[config.mk]
export PLATFORM = sky130hd
export DESIGN_NAME = ecg_morph_extremum_detector_unit_flat
export DESIGN_NICKNAME = d
export VERILOG_FILES = /design/src/emd_pkg.sv /design/src/emd_in_if.sv /design/src/emd_out_if.sv /design/src/ecg_morph_extremum_detector_unit.sv /design/src/emd_ctrl.sv /design/src/emd_datapath.sv /design/src/flat_wrapper.sv
export SDC_FILE = /design/constraint.sdc
export NUM_CORES = 1
export LEC_CHECK = 0
export BUFFER_PORTS_ARGS = -buffer_cell sky130_fd_sc_hd__buf_4
export CAP_MARGIN = 20
export CORE_MARGIN = 2
export CORE_UTILIZATION = 62
export DETAILED_ROUTE_END_ITERATION = 8
export GPL_ROUTABILITY_DRIVEN = 0
export PLACE_DENSITY = 0.79
export RECOVER_POWER = 25
export REMOVE_ABC_BUFFERS = 1
export SLEW_MARGIN = 40
export SYNTH_ARGS = -nofsm -noshare
export SYNTH_HDL_FRONTEND = slang
export SYNTH_SLANG_ARGS = --single-unit
[constraint.sdc]
create_clock -name clk -period 7.5 [get_ports clk]
set_input_delay 1.5 -clock clk [delete_from_list [all_inputs] [get_ports clk]]
set_output_delay 1.5 -clock clk [all_outputs]
set_load 0.05 [all_outputs]
[src/emd_pkg.sv]
`default_nettype none

package emd_pkg;

    // store geometry and scan window
    localparam int STORE_DEPTH = 64;
    localparam int WRAPS       = 4;
    localparam int HALF_WINDOW = 16;
    localparam int LAG_MARGIN  = 20;

    localparam int ADDR_W  = $clog2(STORE_DEPTH);
    localparam int WRAP_W  = (WRAPS > 1) ? $clog2(WRAPS) : 1;
    localparam int WIN_LEN = 2 * HALF_WINDOW + 1;
    localparam int K_W     = $clog2(WIN_LEN + 1);
    localparam int NUM_WIN = 3;
    localparam int WIN_W   = 2;
    localparam int SUM_W   = ADDR_W + 3;

    // field widths
    localparam int SAMPLE_W = 12;
    localparam int TV_W     = 14;
    localparam int POS_W    = 9;
    localparam int THR_W    = 11;

    localparam logic [THR_W-1:0] THRESHOLD_RESET = THR_W'(5);

    // configuration port
    localparam int PADDR_W   = 3;
    localparam int REG_IDX_W = PADDR_W - 2;
    localparam logic [REG_IDX_W-1:0] REG_THRESHOLD = REG_IDX_W'(0);

    // scan counter marks
    localparam logic [K_W-1:0]   K_CENTER = K_W'(HALF_WINDOW);
    localparam logic [K_W-1:0]   K_LAST   = K_W'(WIN_LEN - 1);
    localparam logic [WIN_W-1:0] WIN_MID  = WIN_W'(1);
    localparam logic [WIN_W-1:0] WIN_LAST = WIN_W'(NUM_WIN - 1);

    typedef enum logic [3:0] {
        ST_IDLE   = 4'b0001,
        ST_SCAN   = 4'b0010,
        ST_DRAIN  = 4'b0100,
        ST_DECIDE = 4'b1000
    } state_t;

    // controller to datapath
    typedef struct packed {
        logic             wr;
        logic             rd;
        logic             first;
        logic             center;
        logic             last;
        logic [WIN_W-1:0] win;
        logic             decide;
    } cmd_t;

    // datapath to controller
    typedef struct packed {
        logic out_free;
    } status_t;

endpackage

`default_nettype wire

[src/emd_in_if.sv]
`default_nettype none

interface emd_in_if;
    logic                                  valid;
    logic                                  ready;
    logic signed [emd_pkg::SAMPLE_W-1:0]   sample;

    modport source (output valid, output sample, input ready);
    modport sink   (input valid, input sample, output ready);
endinterface

`default_nettype wire

[src/emd_out_if.sv]
`default_nettype none

interface emd_out_if;
    logic                                  valid;
    logic                                  ready;
    logic signed [emd_pkg::TV_W-1:0]       transform_value;
    logic signed [emd_pkg::SAMPLE_W-1:0]   raw_sample;
    logic [emd_pkg::POS_W-1:0]             position;
    logic                                  is_max;

    modport source (output valid, output transform_value, output raw_sample,
                    output position, output is_max, input ready);
    modport sink   (input valid, input transform_value, input raw_sample,
                    input position, input is_max, output ready);
endinterface

`default_nettype wire

[src/ecg_morph_extremum_detector_unit.sv]
`default_nettype none

// ECG extremum detector: each accepted item writes one 12-bit sample into a
// 64-entry circular store (valid bits cleared at reset), then the block evaluates the
// morphological transform (max + min - 2x) * 10 / 16 over 33-entry windows at
// three consecutive positions behind the newest sample and reports the middle
// one when it is a local maximum or minimum (or the end of a plateau) whose
// magnitude exceeds the threshold register (byte address 0, reset 5). A new
// item is taken only after the previous one has passed through the write,
// the window reads through the store's single read port, the drain of the
// read pipeline and the decision. The decision waits while a previous
// result is still held in the output register. No clearing pass is needed
// after reset.
module ecg_morph_extremum_detector_unit
(
    input  wire logic                           clk,
    input  wire logic                           rst_n,
    emd_in_if.sink                              samples,
    emd_out_if.source                           extrema,
    input  wire logic                           psel,
    input  wire logic                           penable,
    input  wire logic                           pwrite,
    input  wire logic [emd_pkg::PADDR_W-1:0]    paddr,
    input  wire logic [31:0]                    pwdata,
    output logic [31:0]                         prdata,
    output logic                                pready
);

    logic [emd_pkg::THR_W-1:0]     threshold_reg, threshold_next;
    logic [emd_pkg::REG_IDX_W-1:0] reg_idx;
    emd_pkg::cmd_t                 cmd;
    emd_pkg::status_t              status;

    // register port decode
    assign pready  = 1'b1;
    assign reg_idx = paddr[emd_pkg::PADDR_W-1:2];

    always_comb
    begin
        threshold_next = threshold_reg;
        if (psel && penable && pwrite && (reg_idx == emd_pkg::REG_THRESHOLD))
        begin
            threshold_next = pwdata[emd_pkg::THR_W-1:0];
        end
        prdata = '0;
        if (reg_idx == emd_pkg::REG_THRESHOLD)
        begin
            prdata = 32'(threshold_reg);
        end
    end

    always_ff @(posedge clk or negedge rst_n)
    begin
        if (!rst_n)
        begin
            threshold_reg <= emd_pkg::THRESHOLD_RESET;
        end
        else
        begin
            threshold_reg <= threshold_next;
        end
    end

    // sequencer
    emd_ctrl u_ctrl
    (
        .clk      (clk),
        .rst_n    (rst_n),
        .in_valid (samples.valid),
        .in_ready (samples.ready),
        .status   (status),
        .cmd      (cmd)
    );

    // store, transform and decision
    emd_datapath u_datapath
    (
        .clk                 (clk),
        .rst_n               (rst_n),
        .cmd                 (cmd),
        .status              (status),
        .sample              (samples.sample),
        .threshold           (threshold_reg),
        .out_valid           (extrema.valid),
        .out_ready           (extrema.ready),
        .out_transform_value (extrema.transform_value),
        .out_raw_sample      (extrema.raw_sample),
        .out_position        (extrema.position),
        .out_is_max          (extrema.is_max)
    );

endmodule

`default_nettype wire

[src/emd_ctrl.sv]
`default_nettype none

module emd_ctrl
(
    input  wire logic              clk,
    input  wire logic              rst_n,
    input  wire logic              in_valid,
    output logic                   in_ready,
    input  wire emd_pkg::status_t  status,
    output emd_pkg::cmd_t          cmd
);

    emd_pkg::state_t              state_reg, state_next;
    logic [emd_pkg::K_W-1:0]      k_reg, k_next;
    logic [emd_pkg::WIN_W-1:0]    win_reg, win_next;

    // next state and commands
    always_comb
    begin
        state_next = state_reg;
        k_next     = k_reg;
        win_next   = win_reg;
        in_ready   = 1'b0;
        cmd        = '0;
        case (state_reg)
            emd_pkg::ST_IDLE:
            begin
                in_ready = 1'b1;
                if (in_valid)
                begin
                    cmd.wr     = 1'b1;
                    k_next     = '0;
                    win_next   = '0;
                    state_next = emd_pkg::ST_SCAN;
                end
            end
            emd_pkg::ST_SCAN:
            begin
                cmd.rd     = 1'b1;
                cmd.first  = (k_reg == '0);
                cmd.center = (k_reg == emd_pkg::K_CENTER);
                cmd.last   = (k_reg == emd_pkg::K_LAST);
                cmd.win    = win_reg;
                if (k_reg == emd_pkg::K_LAST)
                begin
                    k_next = '0;
                    if (win_reg == emd_pkg::WIN_LAST)
                    begin
                        state_next = emd_pkg::ST_DRAIN;
                    end
                    else
                    begin
                        win_next = win_reg + 1'b1;
                    end
                end
                else
                begin
                    k_next = k_reg + 1'b1;
                end
            end
            emd_pkg::ST_DRAIN:
            begin
                state_next = emd_pkg::ST_DECIDE;
            end
            emd_pkg::ST_DECIDE:
            begin
                if (status.out_free)
                begin
                    cmd.decide = 1'b1;
                    state_next = emd_pkg::ST_IDLE;
                end
            end
            default:
            begin
                state_next = emd_pkg::ST_IDLE;
            end
        endcase
    end

    // state registers
    always_ff @(posedge clk or negedge rst_n)
    begin
        if (!rst_n)
        begin
            state_reg <= emd_pkg::ST_IDLE;
            k_reg     <= '0;
            win_reg   <= '0;
        end
        else
        begin
            state_reg <= state_next;
            k_reg     <= k_next;
            win_reg   <= win_next;
        end
    end

`ifndef ASSERT_OFF
    // a new item always starts the scan from the first entry of the first window
    a_accept_starts_scan: assert property (@(posedge clk) disable iff (!rst_n)
        cmd.wr |=> (state_reg == emd_pkg::ST_SCAN) && (k_reg == '0) && (win_reg == '0))
        else $error("scan did not start cleanly after accept");

    // a decision is only taken when the output register can hold it
    a_decide_free: assert property (@(posedge clk) disable iff (!rst_n)
        cmd.decide |-> status.out_free)
        else $error("decision with output register busy");

    // the scan ends after the last entry of the last window
    a_scan_end: assert property (@(posedge clk) disable iff (!rst_n)
        (state_reg == emd_pkg::ST_SCAN) && (k_reg == emd_pkg::K_LAST) &&
        (win_reg == emd_pkg::WIN_LAST) |=> (state_reg == emd_pkg::ST_DRAIN))
        else $error("scan did not end after last window");
`endif

endmodule

`default_nettype wire

[src/emd_datapath.sv]
`default_nettype none

module emd_datapath
(
    input  wire logic                                 clk,
    input  wire logic                                 rst_n,
    input  wire emd_pkg::cmd_t                        cmd,
    output emd_pkg::status_t                          status,
    input  wire logic signed [emd_pkg::SAMPLE_W-1:0]  sample,
    input  wire logic [emd_pkg::THR_W-1:0]            threshold,
    output logic                                      out_valid,
    input  wire logic                                 out_ready,
    output logic signed [emd_pkg::TV_W-1:0]           out_transform_value,
    output logic signed [emd_pkg::SAMPLE_W-1:0]       out_raw_sample,
    output logic [emd_pkg::POS_W-1:0]                 out_position,
    output logic                                      out_is_max
);

    localparam int D = emd_pkg::STORE_DEPTH;

    // sample store with one valid bit per entry
    logic signed [emd_pkg::SAMPLE_W-1:0] store_mem [D];
    logic [D-1:0]                        valid_reg;
    logic signed [emd_pkg::SAMPLE_W-1:0] rd_data_reg;
    logic                                rd_valid_reg;

    logic [emd_pkg::ADDR_W-1:0]          wi_reg, wi_next;
    logic [emd_pkg::ADDR_W-1:0]          b_reg, b_next;
    logic [emd_pkg::WRAP_W-1:0]          wrap_reg, wrap_next;
    logic [emd_pkg::WRAP_W:0]            wrap_inc;
    logic signed [emd_pkg::TV_W-1:0]     plateau_reg, plateau_next;

    // scan pipeline
    logic [emd_pkg::K_W-1:0]             k_run_reg;
    logic [emd_pkg::K_W-1:0]             k_off;
    logic [emd_pkg::SUM_W-1:0]           addr_sum;
    logic [emd_pkg::ADDR_W-1:0]          rd_addr;
    logic                                first_d_reg, center_d_reg, last_d_reg;
    logic [emd_pkg::WIN_W-1:0]           win_d_reg;
    logic signed [emd_pkg::SAMPLE_W-1:0] d, hi_cur, lo_cur, hi_new, lo_new, x_new;
    logic signed [emd_pkg::SAMPLE_W-1:0] hi_reg, lo_reg, ctr_reg, raw_reg;
    logic signed [14:0]                  diff;
    logic signed [17:0]                  scaled;
    logic signed [emd_pkg::TV_W-1:0]     tv;
    logic signed [emd_pkg::TV_W-1:0]     t_reg [emd_pkg::NUM_WIN];

    // decision
    logic signed [emd_pkg::TV_W-1:0]     t0, t1, t2;
    logic [emd_pkg::TV_W-1:0]            mag1;
    logic                                big, smax, smin, pmax, pmin, emit, is_max;
    logic [emd_pkg::ADDR_W-1:0]          mid_idx;
    logic [emd_pkg::POS_W-1:0]           pos;
    logic                                out_valid_reg, out_valid_next;

    // write pointer, probe base and wrap counter for the new item
    always_comb
    begin
        wi_next   = emd_pkg::ADDR_W'((emd_pkg::SUM_W'(wi_reg) + 1'b1) % D);
        b_next    = emd_pkg::ADDR_W'((emd_pkg::SUM_W'(wi_next) + 1'b1 +
                    emd_pkg::SUM_W'(emd_pkg::LAG_MARGIN)) % D);
        wrap_inc  = (emd_pkg::WRAP_W+1)'(wrap_reg) + 1'b1;
        wrap_next = wrap_reg;
        if (b_next == '0)
        begin
            wrap_next = (wrap_inc >= (emd_pkg::WRAP_W+1)'(emd_pkg::WRAPS)) ?
                        '0 : emd_pkg::WRAP_W'(wrap_inc);
        end
    end

    // scan offset within the current window
    assign k_off = cmd.first ? '0 : k_run_reg;

    // read address: window base plus scan offset
    assign addr_sum = emd_pkg::SUM_W'(b_reg) + emd_pkg::SUM_W'(cmd.win) +
                      emd_pkg::SUM_W'(D - (emd_pkg::HALF_WINDOW % D)) +
                      emd_pkg::SUM_W'(k_off);
    assign rd_addr  = emd_pkg::ADDR_W'(addr_sum % D);

    // local scan offset mirrors the controller count
    always_ff @(posedge clk or negedge rst_n)
    begin
        if (!rst_n)
        begin
            k_run_reg <= '0;
        end
        else if (cmd.rd)
        begin
            k_run_reg <= cmd.last ? '0 : (cmd.first ? emd_pkg::K_W'(1) : k_run_reg + 1'b1);
        end
    end

    // memory write and registered read
    always_ff @(posedge clk)
    begin
        if (cmd.wr)
        begin
            store_mem[wi_reg] <= sample;
        end
        if (cmd.rd)
        begin
            rd_data_reg  <= store_mem[rd_addr];
            rd_valid_reg <= valid_reg[rd_addr];
        end
    end

    // window max, min and center value
    always_comb
    begin
        d      = rd_valid_reg ? rd_data_reg : '0;
        hi_cur = first_d_reg ? '0 : hi_reg;
        lo_cur = first_d_reg ? '0 : lo_reg;
        hi_new = (d > hi_cur) ? d : hi_cur;
        lo_new = (d < lo_cur) ? d : lo_cur;
        x_new  = center_d_reg ? d : ctr_reg;
        diff   = 15'(hi_new) + 15'(lo_new) - (15'(x_new) <<< 1);
        scaled = (18'(diff) <<< 3) + (18'(diff) <<< 1);
        tv     = emd_pkg::TV_W'(scaled >>> 4);
    end

    // extremum test over the three transform values
    always_comb
    begin
        t0      = t_reg[0];
        t1      = t_reg[1];
        t2      = t_reg[2];
        mag1    = t1[emd_pkg::TV_W-1] ? emd_pkg::TV_W'(-t1) : t1;
        big     = mag1 > emd_pkg::TV_W'(threshold);
        smax    = (t1 > t2) && (t1 > t0);
        smin    = (t1 < t2) && (t1 < t0);
        pmax    = (plateau_reg < t1) && (t1 > t2);
        pmin    = (plateau_reg > t1) && (t1 < t2);
        emit    = big && (smax || smin || ((t1 == t0) && (pmax || pmin)));
        is_max  = (smax || smin) ? smax : pmax;
        plateau_next = ((t1 == t2) && (t1 != t0) && big) ? t0 : plateau_reg;
        mid_idx = emd_pkg::ADDR_W'((emd_pkg::SUM_W'(b_reg) + 1'b1) % D);
        if (mid_idx != '0)
        begin
            pos = emd_pkg::POS_W'(mid_idx) +
                  emd_pkg::POS_W'(D) * emd_pkg::POS_W'(wrap_reg);
        end
        else
        begin
            pos = emd_pkg::POS_W'(D) * (emd_pkg::POS_W'(wrap_reg) + 1'b1);
        end
    end

    // output register handshake
    always_comb
    begin
        status.out_free = !out_valid_reg || out_ready;
        out_valid_next  = out_valid_reg;
        if (out_ready)
        begin
            out_valid_next = 1'b0;
        end
        if (cmd.decide && emit)
        begin
            out_valid_next = 1'b1;
        end
    end

    assign out_valid = out_valid_reg;

    // control and state registers
    always_ff @(posedge clk or negedge rst_n)
    begin
        if (!rst_n)
        begin
            valid_reg     <= '0;
            wi_reg        <= '0;
            b_reg         <= '0;
            wrap_reg      <= '0;
            plateau_reg   <= '0;
            first_d_reg   <= 1'b0;
            center_d_reg  <= 1'b0;
            last_d_reg    <= 1'b0;
            win_d_reg     <= '0;
            out_valid_reg <= 1'b0;
        end
        else
        begin
            if (cmd.wr)
            begin
                valid_reg[wi_reg] <= 1'b1;
                wi_reg            <= wi_next;
                b_reg             <= b_next;
                wrap_reg          <= wrap_next;
            end
            if (cmd.decide)
            begin
                plateau_reg <= plateau_next;
            end
            first_d_reg   <= cmd.rd && cmd.first;
            center_d_reg  <= cmd.rd && cmd.center;
            last_d_reg    <= cmd.rd && cmd.last;
            win_d_reg     <= cmd.win;
            out_valid_reg <= out_valid_next;
        end
    end

    // scan accumulators and result payload
    always_ff @(posedge clk)
    begin
        hi_reg  <= hi_new;
        lo_reg  <= lo_new;
        ctr_reg <= x_new;
        if (center_d_reg && (win_d_reg == emd_pkg::WIN_MID))
        begin
            raw_reg <= d;
        end
        if (last_d_reg)
        begin
            t_reg[win_d_reg] <= tv;
        end
        if (cmd.decide && emit)
        begin
            out_transform_value <= t1;
            out_raw_sample      <= raw_reg;
            out_position        <= pos;
            out_is_max          <= is_max;
        end
    end

`ifndef ASSERT_OFF
    // a result only appears as the outcome of a decision
    a_out_from_decide: assert property (@(posedge clk) disable iff (!rst_n)
        $rose(out_valid_reg) |-> $past(cmd.decide))
        else $error("result appeared without a decision");
`endif

endmodule

`default_nettype wire
[src/flat_wrapper.sv]
// flat-port wrapper written by rule: the top's interface ports become plain ports
module ecg_morph_extremum_detector_unit_flat 
  (clk, rst_n, psel, penable, pwrite, paddr, pwdata, prdata, pready, samples_valid, samples_sample, samples_ready, extrema_valid, extrema_transform_value, extrema_raw_sample, extrema_position, extrema_is_max, extrema_ready);
  emd_in_if samples_i ();
  emd_out_if extrema_i ();
  input  wire logic clk;
  input  wire logic rst_n;
  input  wire logic psel;
  input  wire logic penable;
  input  wire logic pwrite;
  input  wire logic [emd_pkg::PADDR_W-1:0] paddr;
  input  wire logic [31:0] pwdata;
  output logic [31:0] prdata;
  output logic pready;
  input wire logic [$bits(samples_i.valid)-1:0] samples_valid;
  input wire logic [$bits(samples_i.sample)-1:0] samples_sample;
  output wire logic [$bits(samples_i.ready)-1:0] samples_ready;
  output wire logic [$bits(extrema_i.valid)-1:0] extrema_valid;
  output wire logic [$bits(extrema_i.transform_value)-1:0] extrema_transform_value;
  output wire logic [$bits(extrema_i.raw_sample)-1:0] extrema_raw_sample;
  output wire logic [$bits(extrema_i.position)-1:0] extrema_position;
  output wire logic [$bits(extrema_i.is_max)-1:0] extrema_is_max;
  input wire logic [$bits(extrema_i.ready)-1:0] extrema_ready;
  assign samples_i.valid = samples_valid;
  assign samples_i.sample = samples_sample;
  assign samples_ready = samples_i.ready;
  assign extrema_valid = extrema_i.valid;
  assign extrema_transform_value = extrema_i.transform_value;
  assign extrema_raw_sample = extrema_i.raw_sample;
  assign extrema_position = extrema_i.position;
  assign extrema_is_max = extrema_i.is_max;
  assign extrema_i.ready = extrema_ready;
  ecg_morph_extremum_detector_unit u_core (.clk(clk), .rst_n(rst_n), .samples(samples_i), .extrema(extrema_i), .psel(psel), .penable(penable), .pwrite(pwrite), .paddr(paddr), .pwdata(pwdata), .prdata(prdata), .pready(pready));
endmodule
==> flow_metrics.tcl, run 1 <==
set metrics [dict create \
    hold_path.startpoint "u_core.u_datapath.raw_reg[10]$_DFFE_PP_" \
    synthArstFlopShare_pct 12.3 \
    drtIter0Drc 2262 \
    synth_edf_count 871 \
    drc 0 \
    cts.htree.levels 3 \
    yosys_warnings 0 \
    crit_path_end_kind "register" \
    clock_path_buffers 3 \
    syn_area_sq_um 43700 \
    cts.hold.buffers_added 0 \
    dieArea_sq_um 72600 \
    coreArea_sq_um 69900 \
    synthToLayoutAreaGrowth_pct 11.9 \
    synthesis.instances 2455 \
    post-dp-hpwl_mm 57.1 \
    initial_utilization_pct 62.5 \
    final_nets 2773 \
    crit_type "register to register" \
    clock-root-buffer "clkbuf_16" \
    finClkSkew_ns 0.0499 \
    r2r-start "u_core.u_datapath.first_d_reg$_DFF_PN0_" \
    drtAntennaViolNets 0 \
    clk_latency_ns 0.68 \
    r2r-end "u_core.u_datapath.t_reg[0][10]$_DFFE_PP_" \
    max_freq_mhz 142 \
    synth.distinct_cells 73 \
    violations "capacitance limit, slew limit" \
    cts_tree "built" \
    final_common_cell "edfxtp_1" \
    antenna_found_initial 0 \
    n_antenna_cell 0 \
    cp_max_fo 9 \
    num_rows 97 \
    clock-sinks 1034 \
    grt_max_degree 85 \
    yosysTopAreaCell "edfxtp_1" \
    grt_pass1_wl_mm 147 \
    min_to "u_core.u_datapath.out_raw_sample[10]$_DFFE_PP_" \
    layout_common_cells "871 x edfxtp_1, 260 x mux4_2, 124 x dfrtp_1" \
    clk_pin_slew_ns 0.06 \
    min_period_ns 7.05 \
    vias_per_cell 6.33 \
    ys_ff_latch 1034 \
    yosys_most_used_dff "edfxtp_1" \
    synth.avg_cell_area_sq_um 17.8 \
    grt.total_usage_pct 26.8 \
    die_w_um 269 \
    drv_slew 724 \
    grt_pass1_vias 23900 \
    drive_above_1_share_pct 25.7 \
    whs_ns 0.382 \
    synth_top_area_share_pct 59.9 \
    reg2reg_slack_ns 0.45 \
    grt_remaining_overflow 0 \
    drt_pass1_iterations 8 \
    vias 22900 \
    cts_buffers 99 \
    num_io_pins 125 \
    wire_per_inst_um 26.5 \
    synth_area_leaders "edfxtp_1 60%, mux4_2 13%, dfrtp_1 7.1%" \
    post-route-period-util_pct 94.0 \
    status "finished, violations left" \
    wl_met3_mm 6.57 \
    worstMarginPinSlew_ns 4.32 \
    top_layer "met4" \
    final-hold-violation-count 0 \
    relSlewSlack_pct -188 \
    yosysSeqAreaShare_pct 68.8 \
    hp-class "register to register" \
    met1_length_mm 36.3 \
    critPathArrivalTime_ns 7.45 \
    hold_path_depth 0 \
    cpMaxStageDelayCell "dfrtp_1" \
    port_buffers 79 \
    cp-start-kind "register" \
    crit_required_ns 7.90 \
    die_h_um 269 \
    rsz0062_at_grt "false" \
    met2WireLength_mm 49.9 \
    routed_wl_mm 96.0 \
    ff2ff_path_depth 30 \
    largest_reg_flops 768 \
    maxCapViolCount 11 \
    setup_viol 0 \
    cpPeakStageDelay_ns 0.49 \
]
-- timing repair --
action,in CTS,in global routing
setup buffers,0,1
setup endpoints to repair,0,6
hold endpoints to repair,0,0
resized for setup,0,2
-- kinds of logic (layout without fill, tap and decap cells) --
family	Yosys count	after routing	share of synthesized area (%)
other cells	2	22	0.0172
flops	1034	1034	68.8
buf+inv	229	431	2.29
simple gates	455	455	5.22
xor+xnor	55	55	1.10
compound gates	205	205	3.08
mux	346	346	15.6
fa+ha+maj	129	129	3.97
-- cell usage after synthesis (all sizes together), types with 6 or more instances --
cell	n
a211oi	20
a21o	27
a21oi	54
a31oi	6
and2	12
buf	59
clkbuf	59
dfrtp	124
dfxtp	36
edfxtp	871
fa	16
ha	113
inv	110
mux2	33
mux2i	53
mux4	260
nand2	105
nand2b	10
nand3	27
nand3b	10
nand4	12
nor2	131
nor2b	24
nor3	25
o21a	12
o21ai	43
o31ai	6
or2	67
or3	6
xnor2	41
xor2	14
-- worst max-delay path, delay by kind of cell (launching register included) --
family	cells	cell delay, ns
xor+xnor	1	0.20
fa+ha+maj	4	1.50
compound gates	14	2.76
buf+inv	2	0.38
mux	1	0.37
flops	1	0.49
simple gates	8	1.05
-- cell type report --
type / count / area, sq um
Sequential cell: 1034 / 30100
Fill cell: 4218 / 21000
Multi-Input combinational cell: 1212 / 13000
Clock buffer: 145 / 2850
Tap cell: 940 / 1180
Timing Repair Buffer: 132 / 1010
Inverter: 111 / 417
Clock inverter: 43 / 413
-- metrics by stage --
stage	instances	utilization, %	TNS (ns)	setup WS [ns]	cell area, sq um
global route	3617	69.9	0	0.0247	48900
CTS	3614	69.9	0	0.324	48900
finish	3617	69.9	0	0.449	48900
global placement	3424	65.0	0	0.417	45400
detailed placement	3426	65.3	0	0.359	45600
floorplan	2357	-	-65.04	-5.00	43200
-- worst max path at each step --
stage,startpoint,to,slack [ns],depth (start not counted)
floorplan,u_core.u_ctrl.state_reg[2]$_DFFE_PN0P_,u_core.u_datapath.rd_data_reg[0]$_DFFE_PP_,-5.00,10
global placement,u_core.u_datapath.first_d_reg$_DFF_PN0_,u_core.u_datapath.t_reg[1][10]$_DFFE_PP_,0.42,29
detailed placement,u_core.u_datapath.first_d_reg$_DFF_PN0_,u_core.u_datapath.t_reg[1][10]$_DFFE_PP_,0.36,30
CTS,u_core.u_datapath.first_d_reg$_DFF_PN0_,u_core.u_datapath.t_reg[2][10]$_DFFE_PP_,0.32,30
global route,u_core.u_datapath.first_d_reg$_DFF_PN0_,u_core.u_datapath.t_reg[1][10]$_DFFE_PP_,0.02,30
finish,u_core.u_datapath.first_d_reg$_DFF_PN0_,u_core.u_datapath.t_reg[0][10]$_DFFE_PP_,0.45,30
-- routing by layer --
metal	track usage [%]	up-vias
met3	4.35	186
met2	46.3	1029
met4	8.68	0
met1	35.4	11900
li1	-	9822
met5	0	-
Power of run 1 is left out: the tool's default activity adds up to more than one toggle a clock period on the data nets, which glitch-free logic cannot reach.
==> inputs of run 2 (changes only) <==
PLACE_DENSITY = 0.75   (was 0.79)
SYNTH_HIERARCHICAL = 1   (was default)
clock period = 7.1 ns   (was 7.5 ns; I/O delays follow)
==> run 2 against run 1 <==
Against the previous run: the flow still finishes with violations (capacitance limit, slew limit); sequential share of layout area fell by 0.57 points; die area grew 0.67%; worst setup slack got worse by 0.053 ns; critical endpoint is now u_core/u_datapath/t_reg[1][11]$_DFFE_PP_.
==> flow_metrics.tcl, run 2 <==
set metrics [dict create \
    synth-simple-area-share_pct 5.19 \
    cpPeakStageDelay_ns 0.52 \
    hp-class "register to register" \
    clk_latency_ns 0.65 \
    reg2reg_slack_ns 0.40 \
    crit_path_end_kind "register" \
    synth-xor-area-share_pct 1.11 \
    num_io_pins 125 \
    violations "capacitance limit, slew limit" \
    finClkSkew_ns 0.0189 \
    cpMaxStageDelayCell "fa_1" \
    yosys_most_used_dff "edfxtp_1" \
    min_period_ns 6.70 \
    cts.htree.levels 3 \
    dieArea_sq_um 73100 \
    crit_required_ns 7.45 \
    max_freq_mhz 149 \
    post-route-util_pct 70.3 \
    drive_above_1_share_pct 27.5 \
    vias 22400 \
    path_delay_family "compound AO/OA/AOI/OAI gates" \
    die_w_um 270 \
    drtIter0Drc 2059 \
    largest_reg_flops 768 \
    n_antenna_cell 0 \
    grt_pass1_vias 23300 \
    cp_max_fo 7 \
    setup_viol 0 \
    wire_per_inst_um 25.2 \
    clock-sinks 1034 \
    synth_top_area_share_pct 59.5 \
    synth_compound_area_share_pct 2.99 \
    drtAntennaViolNets 0 \
    fillers 4331 \
    maxCapViolCount 13 \
    vias_per_cell 6.23 \
    setup_slack_ns 0.396 \
    hold_path.startpoint "u_core/u_datapath/raw_reg[7]$_DFFE_PP_" \
    pre_cts_ws_ns 0.336 \
    cts.hold.buffers_added 0 \
    yosysSeqAreaShare_pct 68.3 \
    min_to "u_core/u_datapath/out_raw_sample[7]$_DFFE_PP_" \
    final-hold-violation-count 0 \
    initial_utilization_pct 62.7 \
    synthMuxAreaShare_pct 15.9 \
    grt.met3_usage_pct 3.83 \
    synthArstFlopShare_pct 12.3 \
    grt_use_met1_pct 35.0 \
    whs_ns 0.418 \
    cp-start-kind "register" \
    cp_num_buf_inv 5 \
    yosys_warnings 6 \
    synthMostInstantiatedCell "edfxtp_1" \
    ys_ff_latch 1034 \
    synthToLayoutAreaGrowth_pct 12.2 \
    crit_type "register to register" \
    worstMarginPinSlew_ns 3.77 \
    port_buffers 79 \
    antenna_found_initial 1 \
    met2_usage_pct 43.1 \
    synth_area_leaders "edfxtp_1 59%, mux4_2 13%, dfrtp_1 7.1%" \
    die_h_um 270 \
    post-dp-hpwl_mm 56.4 \
    num_rows 97 \
    relSlewSlack_pct -152 \
    status "finished, violations left" \
    grt.total_usage_pct 25.4 \
    yosys-top-cells-count "871 x edfxtp_1, 260 x mux4_2, 124 x dfrtp_1, 116 x ha_1, 111 x inv_1" \
    yosysTopAreaCell "edfxtp_1" \
    grt_max_degree 65 \
    r2r-end "u_core/u_datapath/t_reg[1][11]$_DFFE_PP_" \
    ff2ff_path_depth 28 \
    critPathArrivalTime_ns 7.05 \
    clock-root-buffer "clkbuf_16" \
    final_common_cell "edfxtp_1" \
    drt_pass1_iterations 7 \
    syn_area_sq_um 44000 \
    grt_remaining_overflow 0 \
    synthAdderAreaFrac_pct 4.05 \
    synth_edf_count 871 \
    grt_most_used_layer "met2" \
    synth.distinct_cells 88 \
    r2r-start "u_core/u_datapath/rd_valid_reg$_DFFE_PP_" \
    hold_path_depth 0 \
    coreArea_sq_um 70100 \
    drv_slew 795 \
    layout_common_cells "871 x edfxtp_1, 260 x mux4_2, 124 x dfrtp_1" \
    post-route-period-util_pct 94.4 \
    synth.avg_cell_area_sq_um 18.0 \
    clock_path_buffers 3 \
    grt_pass1_wl_mm 141 \
    clk_pin_slew_ns 0.06 \
    cts_buffers 100 \
    routed_wl_mm 90.5 \
    final_nets 2760 \
    cts_tree "built" \
    synthesis.instances 2440 \
    drc 0 \
    synth_top_family_by_area "multiplexers" \
]
-- run 2: cell count changes in the layout (fill, tap and decap cells not counted), moves of 8 or more --
cell       change
mux2_2         +8
mux2_4        +10
nand2_1       -30
a211oi_1      -11
clkbuf_1       -9
nor2_2        +17
clkbuf_8      -13
a21oi_1       -11
bufinv_16     +15
nand2b_1      +22
nand4_1        +9
nor2_1        -34
nand3b_1       -9
-- run 2: final cells by class --
class                           count  area, sq um  area share [%]
Inverter                          114          429           0.870
Multi-Input combinational cell   1198        13200            26.8
Clock buffer                      125         2670            5.41
Tap cell                          940         1180            2.38
Timing Repair Buffer              126         1000            2.04
Clock inverter                     60          801            1.62
Sequential cell                  1034        30100            60.9
-- run 2: layer usage --
layer / routed length [um] / vias up
met1: 35900 / 11700
met3: 5770 / 127
met2: 46800 / 820
met5: 13 / -
li1: - / 9772
met4: 2030 / 2
-- run 2: kinds of logic (layout without fill, tap and decap cells) --
| group | count (synthesis) | in the layout |
|---|---|---|
| XOR/XNOR | 56 | 56 |
| multiplexers | 361 | 361 |
| flip-flops | 1034 | 1034 |
| AND/OR/NAND/NOR | 431 | 431 |
| buffers and inverters | 228 | 425 |
| adder cells (fa/ha/maj) | 133 | 133 |
| other | 2 | 22 |
| AO/OA/AOI/OAI | 195 | 195 |
-- run 2: how the worst max path moves through the flow --
stage	from	to	slack [ns]	depth (start not counted)
6_report	u_core/u_datapath/rd_valid_reg$_DFFE_PP_	u_core/u_datapath/t_reg[1][11]$_DFFE_PP_	0.40	28
5_1_grt	u_core/u_datapath/rd_valid_reg$_DFFE_PP_	u_core/u_datapath/t_reg[1][11]$_DFFE_PP_	-0.01	30
4_1_cts	u_core/u_datapath/rd_valid_reg$_DFFE_PP_	u_core/u_datapath/t_reg[2][9]$_DFFE_PP_	0.25	28
3_5_place_dp	u_core/u_datapath/rd_valid_reg$_DFFE_PP_	u_core/u_datapath/t_reg[1][9]$_DFFE_PP_	0.34	30
3_3_place_gp	u_core/u_datapath/rd_valid_reg$_DFFE_PP_	u_core/u_datapath/t_reg[0][11]$_DFFE_PP_	0.53	28
2_1_floorplan	u_core/u_ctrl/k_reg[0]$_DFFE_PN0P_	u_core/u_datapath/rd_data_reg[0]$_DFFE_PP_	-5.63	11
-- run 2: worst reg2reg max path: cells and delay by family (launching register included) --
| kind | cells | cell delay, ns |
|---|---|---|
| buffers and inverters | 5 | 0.76 |
| xor gates and xnor gates | 1 | 0.18 |
| DFF | 1 | 0.42 |
| AOI/OAI and AO/OA | 11 | 2.27 |
| and+or+nand+nor | 5 | 0.76 |
| adders and majority gates | 5 | 1.73 |
| muxes | 1 | 0.29 |
-- run 2: per-stage QoR --
step	cell area (sq um)	std cells	setup TNS, ns
2_1_floorplan	43500	2346	-73.16
3_3_place_gp	45700	3406	0
3_5_place_dp	45900	3406	0
4_1_cts	49300	3591	0
5_1_grt	49300	3597	-0.0331
6_report	49300	3597	0
-- run 2: timing repair --
item | CTS | global route
setup buffers | 0 | 6
gates resized for setup | 0 | 6
endpoints found under the setup margin | 0 | 15
Power of run 2 is left out for the same reason.
